### config.mk
export PLATFORM = sky130hd
export DESIGN_NAME = pid_servo_pulse_steering
export DESIGN_NICKNAME = d
export VERILOG_FILES = /design/src/sv/pss_pkg.sv /design/src/sv/pss_duty.sv /design/src/sv/pid_servo_pulse_steering.sv
export SDC_FILE = /design/constraint.sdc
export NUM_CORES = 2
export LEC_CHECK = 0
export BUFFER_PORTS_ARGS = -buffer_cell sky130_fd_sc_hd__buf_2
export CAP_MARGIN = 20
export CORE_ASPECT_RATIO = 0.75
export CORE_MARGIN = 2
export CORE_UTILIZATION = 65
export CTS_CLUSTER_SIZE = 20
export DETAILED_ROUTE_END_ITERATION = 10
export GPL_TIMING_DRIVEN = 0
export MAX_ROUTING_LAYER = met4
export PLACE_DENSITY = 0.82
export SYNTH_ARGS = -nofsm -noshare
export SYNTH_HDL_FRONTEND = slang
export SYNTH_SLANG_ARGS = --single-unit
### constraint.sdc
create_clock -name clk_i -period 8.7 [get_ports clk_i]
set_input_delay 1.305 -clock clk_i [delete_from_list [all_inputs] [get_ports clk_i]]
set_output_delay 1.305 -clock clk_i [all_outputs]
set_load 0.02 [all_outputs]
### src/sv/pss_pkg.sv
package pss_pkg;

  // Field and register widths
  localparam int unsigned LOC_W      = 10;
  localparam int unsigned SETPT_W    = 10;
  localparam int unsigned PULSE_W    = 10;
  localparam int unsigned GAIN_W     = 24;
  localparam int unsigned PERIOD_W   = 25;
  localparam int unsigned DUTY_W     = 25;
  localparam int unsigned ERR_W      = 12;
  localparam int unsigned INTEG_W    = 13;
  localparam int unsigned DER_W      = 13;
  localparam int unsigned CORR_W     = 39;
  localparam int unsigned FRAC_W     = 16;

  // Stream and configuration port widths
  localparam int unsigned S_TDATA_W  = 16;
  localparam int unsigned M_TDATA_W  = 40;
  localparam int unsigned CFG_IDX_W  = 3;
  localparam int unsigned CFG_DATA_W = 25;

  // Duty split: period = 1000 * quotient + remainder
  localparam int unsigned QUO_W      = 16;
  localparam int unsigned REM_W      = 10;
  localparam int unsigned RECIP_W    = 23;
  // ceil(2^29 / 125); x / 1000 = ((x >> 3) * RecipM) >> 29 for x < 2^25
  localparam logic [RECIP_W-1:0] RecipM = 23'd4294968;
  localparam int unsigned RECIP_SHIFT = 29;
  localparam logic [DUTY_W-1:0] DutyMax = 25'd33554431;

  // Command codes
  localparam logic CMD_STEP  = 1'b0;
  localparam logic CMD_CLEAR = 1'b1;

  // Register indexes
  typedef logic [CFG_IDX_W-1:0] cfg_idx_t;
  localparam cfg_idx_t REG_SETPOINT      = 3'd0;
  localparam cfg_idx_t REG_GAIN_P        = 3'd1;
  localparam cfg_idx_t REG_GAIN_I        = 3'd2;
  localparam cfg_idx_t REG_GAIN_D        = 3'd3;
  localparam cfg_idx_t REG_PULSE_FLOOR   = 3'd4;
  localparam cfg_idx_t REG_PULSE_CEILING = 3'd5;
  localparam cfg_idx_t REG_PWM_PERIOD    = 3'd6;

  // Reset values
  localparam logic [SETPT_W-1:0]  RstSetpoint = 10'd165;
  localparam logic [GAIN_W-1:0]   RstGainP    = 24'd2195;
  localparam logic [GAIN_W-1:0]   RstGainI    = 24'd0;
  localparam logic [GAIN_W-1:0]   RstGainD    = 24'd1901;
  localparam logic [PULSE_W-1:0]  RstFloor    = 10'd20;
  localparam logic [PULSE_W-1:0]  RstCeiling  = 10'd130;
  localparam logic [PERIOD_W-1:0] RstPeriod   = 25'd20000000;
  localparam logic [PULSE_W-1:0]  RstPulse    = 10'd75;

  // Request from the pulse stage into the duty stage
  typedef struct packed {
    logic               load;
    logic [PULSE_W-1:0] pulse;
  } duty_req_t;

endpackage

### src/sv/pss_duty.sv
module pss_duty (
  input  logic                          clk_i,
  input  logic [pss_pkg::PERIOD_W-1:0]  period_i,
  input  pss_pkg::duty_req_t            req_i,
  output logic [pss_pkg::PULSE_W-1:0]   pulse_o,
  output logic [pss_pkg::DUTY_W-1:0]    duty_o
);
  import pss_pkg::*;

  localparam int unsigned QPROD_W = PERIOD_W - 3 + RECIP_W;
  localparam int unsigned RPROD_W = REM_W + PULSE_W - 3 + RECIP_W;
  localparam int unsigned QP_W    = QUO_W + PULSE_W;
  localparam int unsigned RP_W    = REM_W + PULSE_W;
  localparam int unsigned PART_W  = RPROD_W - RECIP_SHIFT;

  logic [QUO_W-1:0]    quo_q;
  logic [REM_W-1:0]    rem_q;
  logic [QPROD_W-1:0]  quo_prod;
  logic [QP_W-1:0]     quo_k;
  logic [PERIOD_W-1:0] rem_full;
  logic [QP_W-1:0]     qp_q;
  logic [RP_W-1:0]     rp_q;
  logic [PULSE_W-1:0]  pulse_q;
  logic [RPROD_W-1:0]  part_prod;
  logic [PART_W-1:0]   part;
  logic [QP_W:0]       duty_sum;

  // Split the period into a quotient and remainder of 1000; it only
  // changes on a configuration write, and both parts are registered.
  assign quo_prod = QPROD_W'(period_i[PERIOD_W-1:3]) * QPROD_W'(RecipM);
  assign quo_k    = QP_W'(quo_q) * QP_W'(1000);
  assign rem_full = period_i - quo_k[PERIOD_W-1:0];

  always_ff @(posedge clk_i) begin
    quo_q <= quo_prod[QPROD_W-1:RECIP_SHIFT];
    rem_q <= rem_full[REM_W-1:0];
  end

  // Multiply both parts by the pulse.
  always_ff @(posedge clk_i) begin
    if (req_i.load) begin
      qp_q    <= QP_W'(quo_q) * QP_W'(req_i.pulse);
      rp_q    <= RP_W'(rem_q) * RP_W'(req_i.pulse);
      pulse_q <= req_i.pulse;
    end
  end

  // Remainder part divided by 1000, added, then saturated to the duty width.
  assign part_prod = RPROD_W'(rp_q[RP_W-1:3]) * RPROD_W'(RecipM);
  assign part      = part_prod[RPROD_W-1:RECIP_SHIFT];
  assign duty_sum  = (QP_W+1)'(qp_q) + (QP_W+1)'(part);

  always_comb begin
    if (duty_sum > (QP_W+1)'(DutyMax)) begin
      duty_o = DutyMax;
    end else begin
      duty_o = duty_sum[DUTY_W-1:0];
    end
  end

  assign pulse_o = pulse_q;

endmodule

### src/sv/pid_servo_pulse_steering.sv
// An accepted input request passes through stages 1 to 4 and then the output register.
// Throughput: one request per cycle unless the output stalls; the servo pulse loop
// closes in stage 3 (subtract, floor, clamp); the three gain multiplies sit in stage 2.
// Reset: registers take their documented reset values, the integral and last
// error clear to zero, the servo pulse starts at 75 and the pipeline empties.
module pid_servo_pulse_steering #(
  parameter int INTEGRAL_LIMIT = 3000
) (
  input  logic                            clk_i,
  input  logic                            rst_ni,
  input  logic                            cfg_we_i,
  input  logic [pss_pkg::CFG_IDX_W-1:0]   cfg_index_i,
  input  logic [pss_pkg::CFG_DATA_W-1:0]  cfg_data_i,
  input  logic                            s_axis_tvalid,
  output logic                            s_axis_tready,
  input  logic [pss_pkg::S_TDATA_W-1:0]   s_axis_tdata,  // [9:0] location
  input  logic                            s_axis_tuser,  // [0] command
  output logic                            m_axis_tvalid,
  input  logic                            m_axis_tready,
  output logic [pss_pkg::M_TDATA_W-1:0]   m_axis_tdata   // [9:0] pulse, [34:10] duty
);
  import pss_pkg::*;

  localparam int unsigned ACC_W = INTEG_W + 1;
  localparam int unsigned V_W   = CORR_W + 1;
  localparam int unsigned Q_W   = V_W - FRAC_W;
  localparam logic signed [ACC_W-1:0] LimPos = ACC_W'(INTEGRAL_LIMIT);
  localparam logic signed [ACC_W-1:0] LimNeg = -LimPos;

  // Configuration registers
  logic        [SETPT_W-1:0]  setpoint_q;
  logic signed [GAIN_W-1:0]   gain_p_q, gain_i_q, gain_d_q;
  logic        [PULSE_W-1:0]  floor_q, ceiling_q;
  logic        [PERIOD_W-1:0] period_q;

  always_ff @(posedge clk_i or negedge rst_ni) begin
    if (!rst_ni) begin
      setpoint_q <= RstSetpoint;
      gain_p_q   <= RstGainP;
      gain_i_q   <= RstGainI;
      gain_d_q   <= RstGainD;
      floor_q    <= RstFloor;
      ceiling_q  <= RstCeiling;
      period_q   <= RstPeriod;
    end else if (cfg_we_i) begin
      unique case (cfg_index_i)
        REG_SETPOINT:      setpoint_q <= cfg_data_i[SETPT_W-1:0];
        REG_GAIN_P:        gain_p_q   <= cfg_data_i[GAIN_W-1:0];
        REG_GAIN_I:        gain_i_q   <= cfg_data_i[GAIN_W-1:0];
        REG_GAIN_D:        gain_d_q   <= cfg_data_i[GAIN_W-1:0];
        REG_PULSE_FLOOR:   floor_q    <= cfg_data_i[PULSE_W-1:0];
        REG_PULSE_CEILING: ceiling_q  <= cfg_data_i[PULSE_W-1:0];
        REG_PWM_PERIOD:    period_q   <= cfg_data_i[PERIOD_W-1:0];
        default: ;
      endcase
    end
  end

  // Pipeline flow control: each stage moves when the next one is free or moving.
  logic v1_q, v2_q, v3_q, v4_q, out_valid_q;
  logic ready1, ready2, ready3, ready4, ready5;
  logic load1;

  assign ready5        = !out_valid_q || m_axis_tready;
  assign ready4        = !v4_q || ready5;
  assign ready3        = !v3_q || ready4;
  assign ready2        = !v2_q || ready3;
  assign ready1        = !v1_q || ready2;
  assign s_axis_tready = ready1;
  assign load1         = s_axis_tvalid && ready1;

  always_ff @(posedge clk_i or negedge rst_ni) begin
    if (!rst_ni) begin
      v1_q        <= 1'b0;
      v2_q        <= 1'b0;
      v3_q        <= 1'b0;
      v4_q        <= 1'b0;
      out_valid_q <= 1'b0;
    end else begin
      if (ready1) v1_q        <= s_axis_tvalid;
      if (ready2) v2_q        <= v1_q;
      if (ready3) v3_q        <= v2_q;
      if (ready4) v4_q        <= v3_q;
      if (ready5) out_valid_q <= v4_q;
    end
  end

  // Stage 1: error, clamped integral and derivative; integral state updates here.
  logic signed [INTEG_W-1:0] integ_q, acc_c, acc1_q;
  logic signed [ERR_W-1:0]   prev_q, err_d, err1_q;
  logic signed [ACC_W-1:0]   acc_sum;
  logic signed [DER_W-1:0]   der_d, der1_q;
  logic                      clr1_q;
  logic                      cmd_clear;

  assign cmd_clear = (s_axis_tuser == CMD_CLEAR);
  assign err_d   = $signed({2'b00, setpoint_q}) - $signed({2'b00, s_axis_tdata[LOC_W-1:0]});
  assign acc_sum = {integ_q[INTEG_W-1], integ_q} + ACC_W'(err_d);
  assign der_d   = DER_W'(err_d) - DER_W'(prev_q);

  always_comb begin
    priority if (acc_sum > LimPos) begin
      acc_c = LimPos[INTEG_W-1:0];
    end else if (acc_sum < LimNeg) begin
      acc_c = LimNeg[INTEG_W-1:0];
    end else begin
      acc_c = acc_sum[INTEG_W-1:0];
    end
  end

  always_ff @(posedge clk_i or negedge rst_ni) begin
    if (!rst_ni) begin
      integ_q <= '0;
      prev_q  <= '0;
    end else if (load1) begin
      if (cmd_clear) begin
        integ_q <= '0;
        prev_q  <= '0;
      end else begin
        integ_q <= acc_c;
        prev_q  <= err_d;
      end
    end
  end

  always_ff @(posedge clk_i) begin
    if (load1) begin
      clr1_q <= cmd_clear;
      err1_q <= err_d;
      acc1_q <= acc_c;
      der1_q <= der_d;
    end
  end

  // Stage 2: Q16 correction from the three gains.
  logic signed [CORR_W-1:0] corr_d, corr2_q;
  logic                     clr2_q;

  assign corr_d = CORR_W'(gain_p_q) * CORR_W'(err1_q)
                + CORR_W'(gain_i_q) * CORR_W'(acc1_q)
                + CORR_W'(gain_d_q) * CORR_W'(der1_q);

  always_ff @(posedge clk_i) begin
    if (ready2 && v1_q) begin
      clr2_q  <= clr1_q;
      corr2_q <= corr_d;
    end
  end

  // Stage 3: subtract the correction, round toward minus infinity, clamp.
  logic        [PULSE_W-1:0] pulse_q, pulse_c;
  logic signed [V_W-1:0]     v_d;
  logic signed [Q_W-1:0]     q_d;

  assign v_d = $signed({{(V_W-PULSE_W-FRAC_W){1'b0}}, pulse_q, {FRAC_W{1'b0}}})
             - V_W'(corr2_q);
  assign q_d = v_d[V_W-1:FRAC_W];

  always_comb begin
    priority if (q_d < $signed({{(Q_W-PULSE_W){1'b0}}, floor_q})) begin
      pulse_c = floor_q;
    end else if (q_d > $signed({{(Q_W-PULSE_W){1'b0}}, ceiling_q})) begin
      pulse_c = ceiling_q;
    end else begin
      pulse_c = q_d[PULSE_W-1:0];
    end
  end

  always_ff @(posedge clk_i or negedge rst_ni) begin
    if (!rst_ni) begin
      pulse_q <= RstPulse;
    end else if (ready3 && v2_q && !clr2_q) begin
      pulse_q <= pulse_c;
    end
  end

  // Stage 4 and duty arithmetic.
  duty_req_t          duty_req;
  logic [PULSE_W-1:0] pulse4;
  logic [DUTY_W-1:0]  duty4;

  assign duty_req.load  = ready4 && v3_q;
  assign duty_req.pulse = pulse_q;

  pss_duty u_duty (
    .clk_i    (clk_i),
    .period_i (period_q),
    .req_i    (duty_req),
    .pulse_o  (pulse4),
    .duty_o   (duty4)
  );

  // Stage 5: output register.
  logic [PULSE_W-1:0] out_pulse_q;
  logic [DUTY_W-1:0]  out_duty_q;

  always_ff @(posedge clk_i) begin
    if (ready5 && v4_q) begin
      out_pulse_q <= pulse4;
      out_duty_q  <= duty4;
    end
  end

  assign m_axis_tvalid = out_valid_q;
  assign m_axis_tdata  = {{(M_TDATA_W-DUTY_W-PULSE_W){1'b0}}, out_duty_q, out_pulse_q};

endmodule
==> results.txt <==
- Number of synthesized register bits: about 360
* Most numerous cell in the Yosys netlist: sky130_fd_sc_hd__inv_1
- STA puts the critical path data arrival time at between 8000 and 9000 ps.
* Core region area: about 100,000 sq um
- The worst setup path is captured at a flip-flop.
- Final count of hold timing violations: 0
* Proportion of layout cells with a drive suffix above 1: 0.0679
- Startpoint of the most critical register-to-register path: gain_d_q[10]
* Period Utilization, post-route: 0.977
- The initial utilization of the core area, before any placement, comes to 0.654.
- In the final layout, the multi-input gates occupy ~49,000 sq um.
* Number of placed cells counting well taps: about 8,000
* Synth Instances: between 6,000 and 7,000
- Wire length of the first global-routing pass: roughly 270 mm
- Port bufs: a little under 80
- The slowest stage of the critical path is the sky130_fd_sc_hd__dfstp_2 cell.
- Via count of the first global-routing pass: a little under 50,000
- Relative max-transition margin: 0.345
- Filler Cell Count: between 7,000 and 8,000
- Clock transition time at the flip-flop clock pins of the worst setup and hold paths: 70 ps
* Post-route ant nets: 0
- The number of antenna violations at the first check in global routing was 11.
- Sum of net half-perimeters after detailed placement: between 100 and 150 mm
- Worst hold path class: flip-flop to flip-flop
- Instance area after placement: ~67,000 sq um
- Post-synthesis sequential area ratio: 0.150
- Peak fanout along the critical path: 10
* Top cell type's share of synthesized area: 0.408
- For hold timing, the worst endpoint is u_duty.rem_q[1].
- The congestion estimate from routability-driven global placement came to roughly 0.99.
- Standard-cell rows: 100
- Across the routed clock network, the largest skew measured is approximately 35 ps.
- Most frequent cells after synthesis: 1,525 x sky130_fd_sc_hd__inv_1, 1,318 x sky130_fd_sc_hd__fa_1, 894 x sky130_fd_sc_hd__nand2_1, 683 x sky130_fd_sc_hd__ha_1, 314 x sky130_fd_sc_hd__and2_1
* Primary FF master, synth: sky130_fd_sc_hd__edfxtp_1
- The floorplan step defined a die boundary enclosing ~100,000 sq um.
- For this run, design rule violations remaining after detail routing come to 0.
* Ys Warns: 0
- In the final routed layout, each cell accounts on average for 21.1 microns.
- Setup violation total in the final timing report: 0
- Total standard cell area after synthesis: between 60,000 and 70,000 sq um
- Unique cell type count in the Yosys netlist: 80
- Ranked by total cell area, the synthesized netlist is headed by sky130_fd_sc_hd__fa_1 41%, sky130_fd_sc_hd__ha_1 13%, sky130_fd_sc_hd__inv_1 8.8%.
- Cell breakdown of the critical path: clkbuf_1 -> nand2_1 -> fa_1 -> inv_1 -> fa_1 -> fa_1 -> inv_1 -> fa_1 -> fa_1 -> fa_1 -> fa_1 -> inv_1 -> fa_1 -> ha_1 -> nand3_1 -> or3_1 -> o32ai_2 -> o211ai_1 -> buf_4 -> a211oi_1 -> o41ai_2 -> nand3_1 -> o311ai_0
* Chip Height: 277 microns
* Global-route usage over all layers: 0.356
* Area used by sequential logic in the layout: 9700 sq um
- Clock latency at the later pin of the worst-skew pair: approximately 640 ps
* Total non-filler cell area in the finished layout: between 60,000 and 70,000 sq um
- The flow ran to the end, and the final reports show no timing, DRC or antenna violations.
- OpenSTA, run right after detailed placement, puts the worst setup slack at -764 ps.
- Path depth of the worst reg2reg path: 23
- Yosys mapped a number of flops with a built-in enable equal to between 150 and 200.
- Longest Clk Path Bufs: 3
- Data on the critical path is required at its endpoint by between 9000 and 10,000 ps.
- The routed design could run at a clock period as short as about 8500 ps.
- Cts bufs inserted: between 40 and 50
- The tree is rooted in a sky130_fd_sc_hd__clkbuf_16.
- Delay of the slowest cell on the worst path: between 600 and 700 ps
* Hold buffer count at CTS: 0
- Worst Hold Slack: 374 ps
- In this run the most critical hold path is launched from period_q[1].
- Worst Slack Setup Final: roughly 200 ps
- RR Endpoint: corr2_q[37]
* Total Nets Final: about 8,700
- The floorplan step set the die width to approximately 370 microns.
- Drt first pass iters: 6
* Number of primary I/O pins: 92
* Critical path's top delay family: adder cells
- Derived from the worst setup path, the maximum achievable clock frequency is 118 MHz.
- Vias post-DR: between 40,000 and 50,000
* Largest net degree at the start of global routing: 114
* Area leader, netlist: sky130_fd_sc_hd__fa_1
- For this run the aggregate overflow at the end of global routing stands at 0.
- After detailed routing, the number of vias per cell comes to about 5.7.
- After synthesis, the mean cell area works out to around 10 sq um.
- Drt initial violations: just over 4,000
* R2R setup slack: between 200 and 250 ps
* Wirelength, routed: approximately 170 mm
* Critical path type: flip-flop to flip-flop
- Together, buffers and inverters on the worst path number 5.
* Relative area change from synthesis to final layout: 6.82%
* Clock tree from TritonCTS: done
- Async set-reset flop share out of synthesis: 0.464
- The worst hold path was traced through 0 stages.
- The final-report max-slew violation count is 0.
- Across the run, the number of max-cap violations was 0.
* Kind of launch point of the worst setup path: flip-flop
* Sink Count: 358
- Excluding fillers, the count of instances in the completed layout stands at 8,033.
- The H-tree generated during clock tree synthesis spans 2 levels.
- Cell with the most instances on the worst path: sky130_fd_sc_hd__fa_1
- For the pin with the worst max-slew slack, the measured transition is 958 ps.
-- metal layers --
layer,wire (microns),GRT usage,vias to the layer above,share of wire
met4,5010,0.0868,0,0.029
met1,69400,0.498,23300,0.41
met2,72800,0.501,2216,0.43
li1,-,-,20000,-
met5,0,-,-,0
met3,22500,0.122,346,0.13
-- kinds of logic after synthesis --
family,Yosys count,synth area share
other,1,0.0000580
flip-flops,358,0.150
adder cells (fa/ha/maj),2001,0.540
buffers and inverters,1756,0.102
XOR/XNOR,168,0.0227
AO/OA/AOI/OAI,459,0.0469
multiplexers,122,0.0212
AND/OR/NAND/NOR,1611,0.117
-- through the flow --
step	util	TNS, ps
2_1_floorplan	-	0
5_1_grt	0.698	-1660
6_report	0.698	0
3_5_place_dp	0.676	-17340
3_3_place_gp	0.675	-9720
4_1_cts	0.692	0
-- sequential cells by signal, summed over array words and instances, names as in the netlist, 11 cells and up --
register      flops
acc1_q           13
corr2_q          39
der1_q           13
err1_q           11
gain_d_q         24
gain_i_q         24
gain_p_q         24
integ_q          13
out_duty_q       25
period_q         25
prev_q           11
u_duty.qp_q      26
u_duty.quo_q     16
u_duty.rp_q      17
-- placed cells by master (no fill, tap or decap), types with 47 or more instances in the layout --
cell | netlist | final
sky130_fd_sc_hd__a21o_1 | 62 | 62
sky130_fd_sc_hd__a21oi_1 | 118 | 114
sky130_fd_sc_hd__and2_1 | 314 | 312
sky130_fd_sc_hd__buf_2 | 0 | 77
sky130_fd_sc_hd__clkbuf_1 | 221 | 182
sky130_fd_sc_hd__clkbuf_2 | 0 | 47
sky130_fd_sc_hd__dfrtp_1 | 133 | 133
sky130_fd_sc_hd__edfxtp_1 | 166 | 166
sky130_fd_sc_hd__fa_1 | 1318 | 1318
sky130_fd_sc_hd__ha_1 | 683 | 683
sky130_fd_sc_hd__inv_1 | 1525 | 1525
sky130_fd_sc_hd__mux2_2 | 119 | 119
sky130_fd_sc_hd__nand2_1 | 894 | 893
sky130_fd_sc_hd__nand2b_1 | 90 | 90
sky130_fd_sc_hd__nor2_1 | 115 | 115
sky130_fd_sc_hd__o21ai_0 | 95 | 94
sky130_fd_sc_hd__xnor2_1 | 118 | 118
sky130_fd_sc_hd__xor2_1 | 50 | 49
-- area by class of cell --
type / instances / share of cell area
antenna: 23 / 0.000833
buffer: 230 / 0.0138
clock buffer: 56 / 0.0175
clock inverter: 24 / 0.00368
inverter: 1526 / 0.0829
multi-input combinational: 4366 / 0.702
sequential: 358 / 0.140
tap: 1326 / 0.0240
timing repair buffer: 124 / 0.0149
-- worst reg2reg max path, stage by stage, from the launching register on --
cell	delay (ps)
sky130_fd_sc_hd__dfstp_2	660
sky130_fd_sc_hd__clkbuf_1	480
sky130_fd_sc_hd__nand2_1	160
sky130_fd_sc_hd__fa_1	570
sky130_fd_sc_hd__inv_1	50
sky130_fd_sc_hd__fa_1	490
sky130_fd_sc_hd__fa_1	550
sky130_fd_sc_hd__inv_1	50
sky130_fd_sc_hd__fa_1	480
sky130_fd_sc_hd__fa_1	620
sky130_fd_sc_hd__fa_1	460
sky130_fd_sc_hd__fa_1	490
sky130_fd_sc_hd__inv_1	50
sky130_fd_sc_hd__fa_1	470
sky130_fd_sc_hd__ha_1	390
sky130_fd_sc_hd__nand3_1	160
sky130_fd_sc_hd__or3_1	390
sky130_fd_sc_hd__o32ai_2	440
sky130_fd_sc_hd__o211ai_1	170
sky130_fd_sc_hd__buf_4	200
sky130_fd_sc_hd__a211oi_1	440
sky130_fd_sc_hd__o41ai_2	190
sky130_fd_sc_hd__nand3_1	110
sky130_fd_sc_hd__o311ai_0	120
-- how the worst max path moves through the flow --
stage,startpoint,end,cells past startpoint
after floorplan,u_duty.rp_q[17],out_duty_q[10],30
after global placement,u_duty.rp_q[17],out_duty_q[6],28
after detailed placement,u_duty.rp_q[17],out_duty_q[7],28
after CTS,acc1_q[1],corr2_q[37],23
after global routing,u_duty.rp_q[18],out_duty_q[9],32
final,gain_d_q[10],corr2_q[37],23
-- what timing repair did --
item	4_1_cts	5_1_grt
pin swaps	1	5
endpoints found under the setup margin	30	33
setup buffers	6	32
resized for setup	30	67
gates cloned	0	0
Power is not shown: default switching activity piles up to over one toggle a cycle in this logic, so the estimate is an artifact.
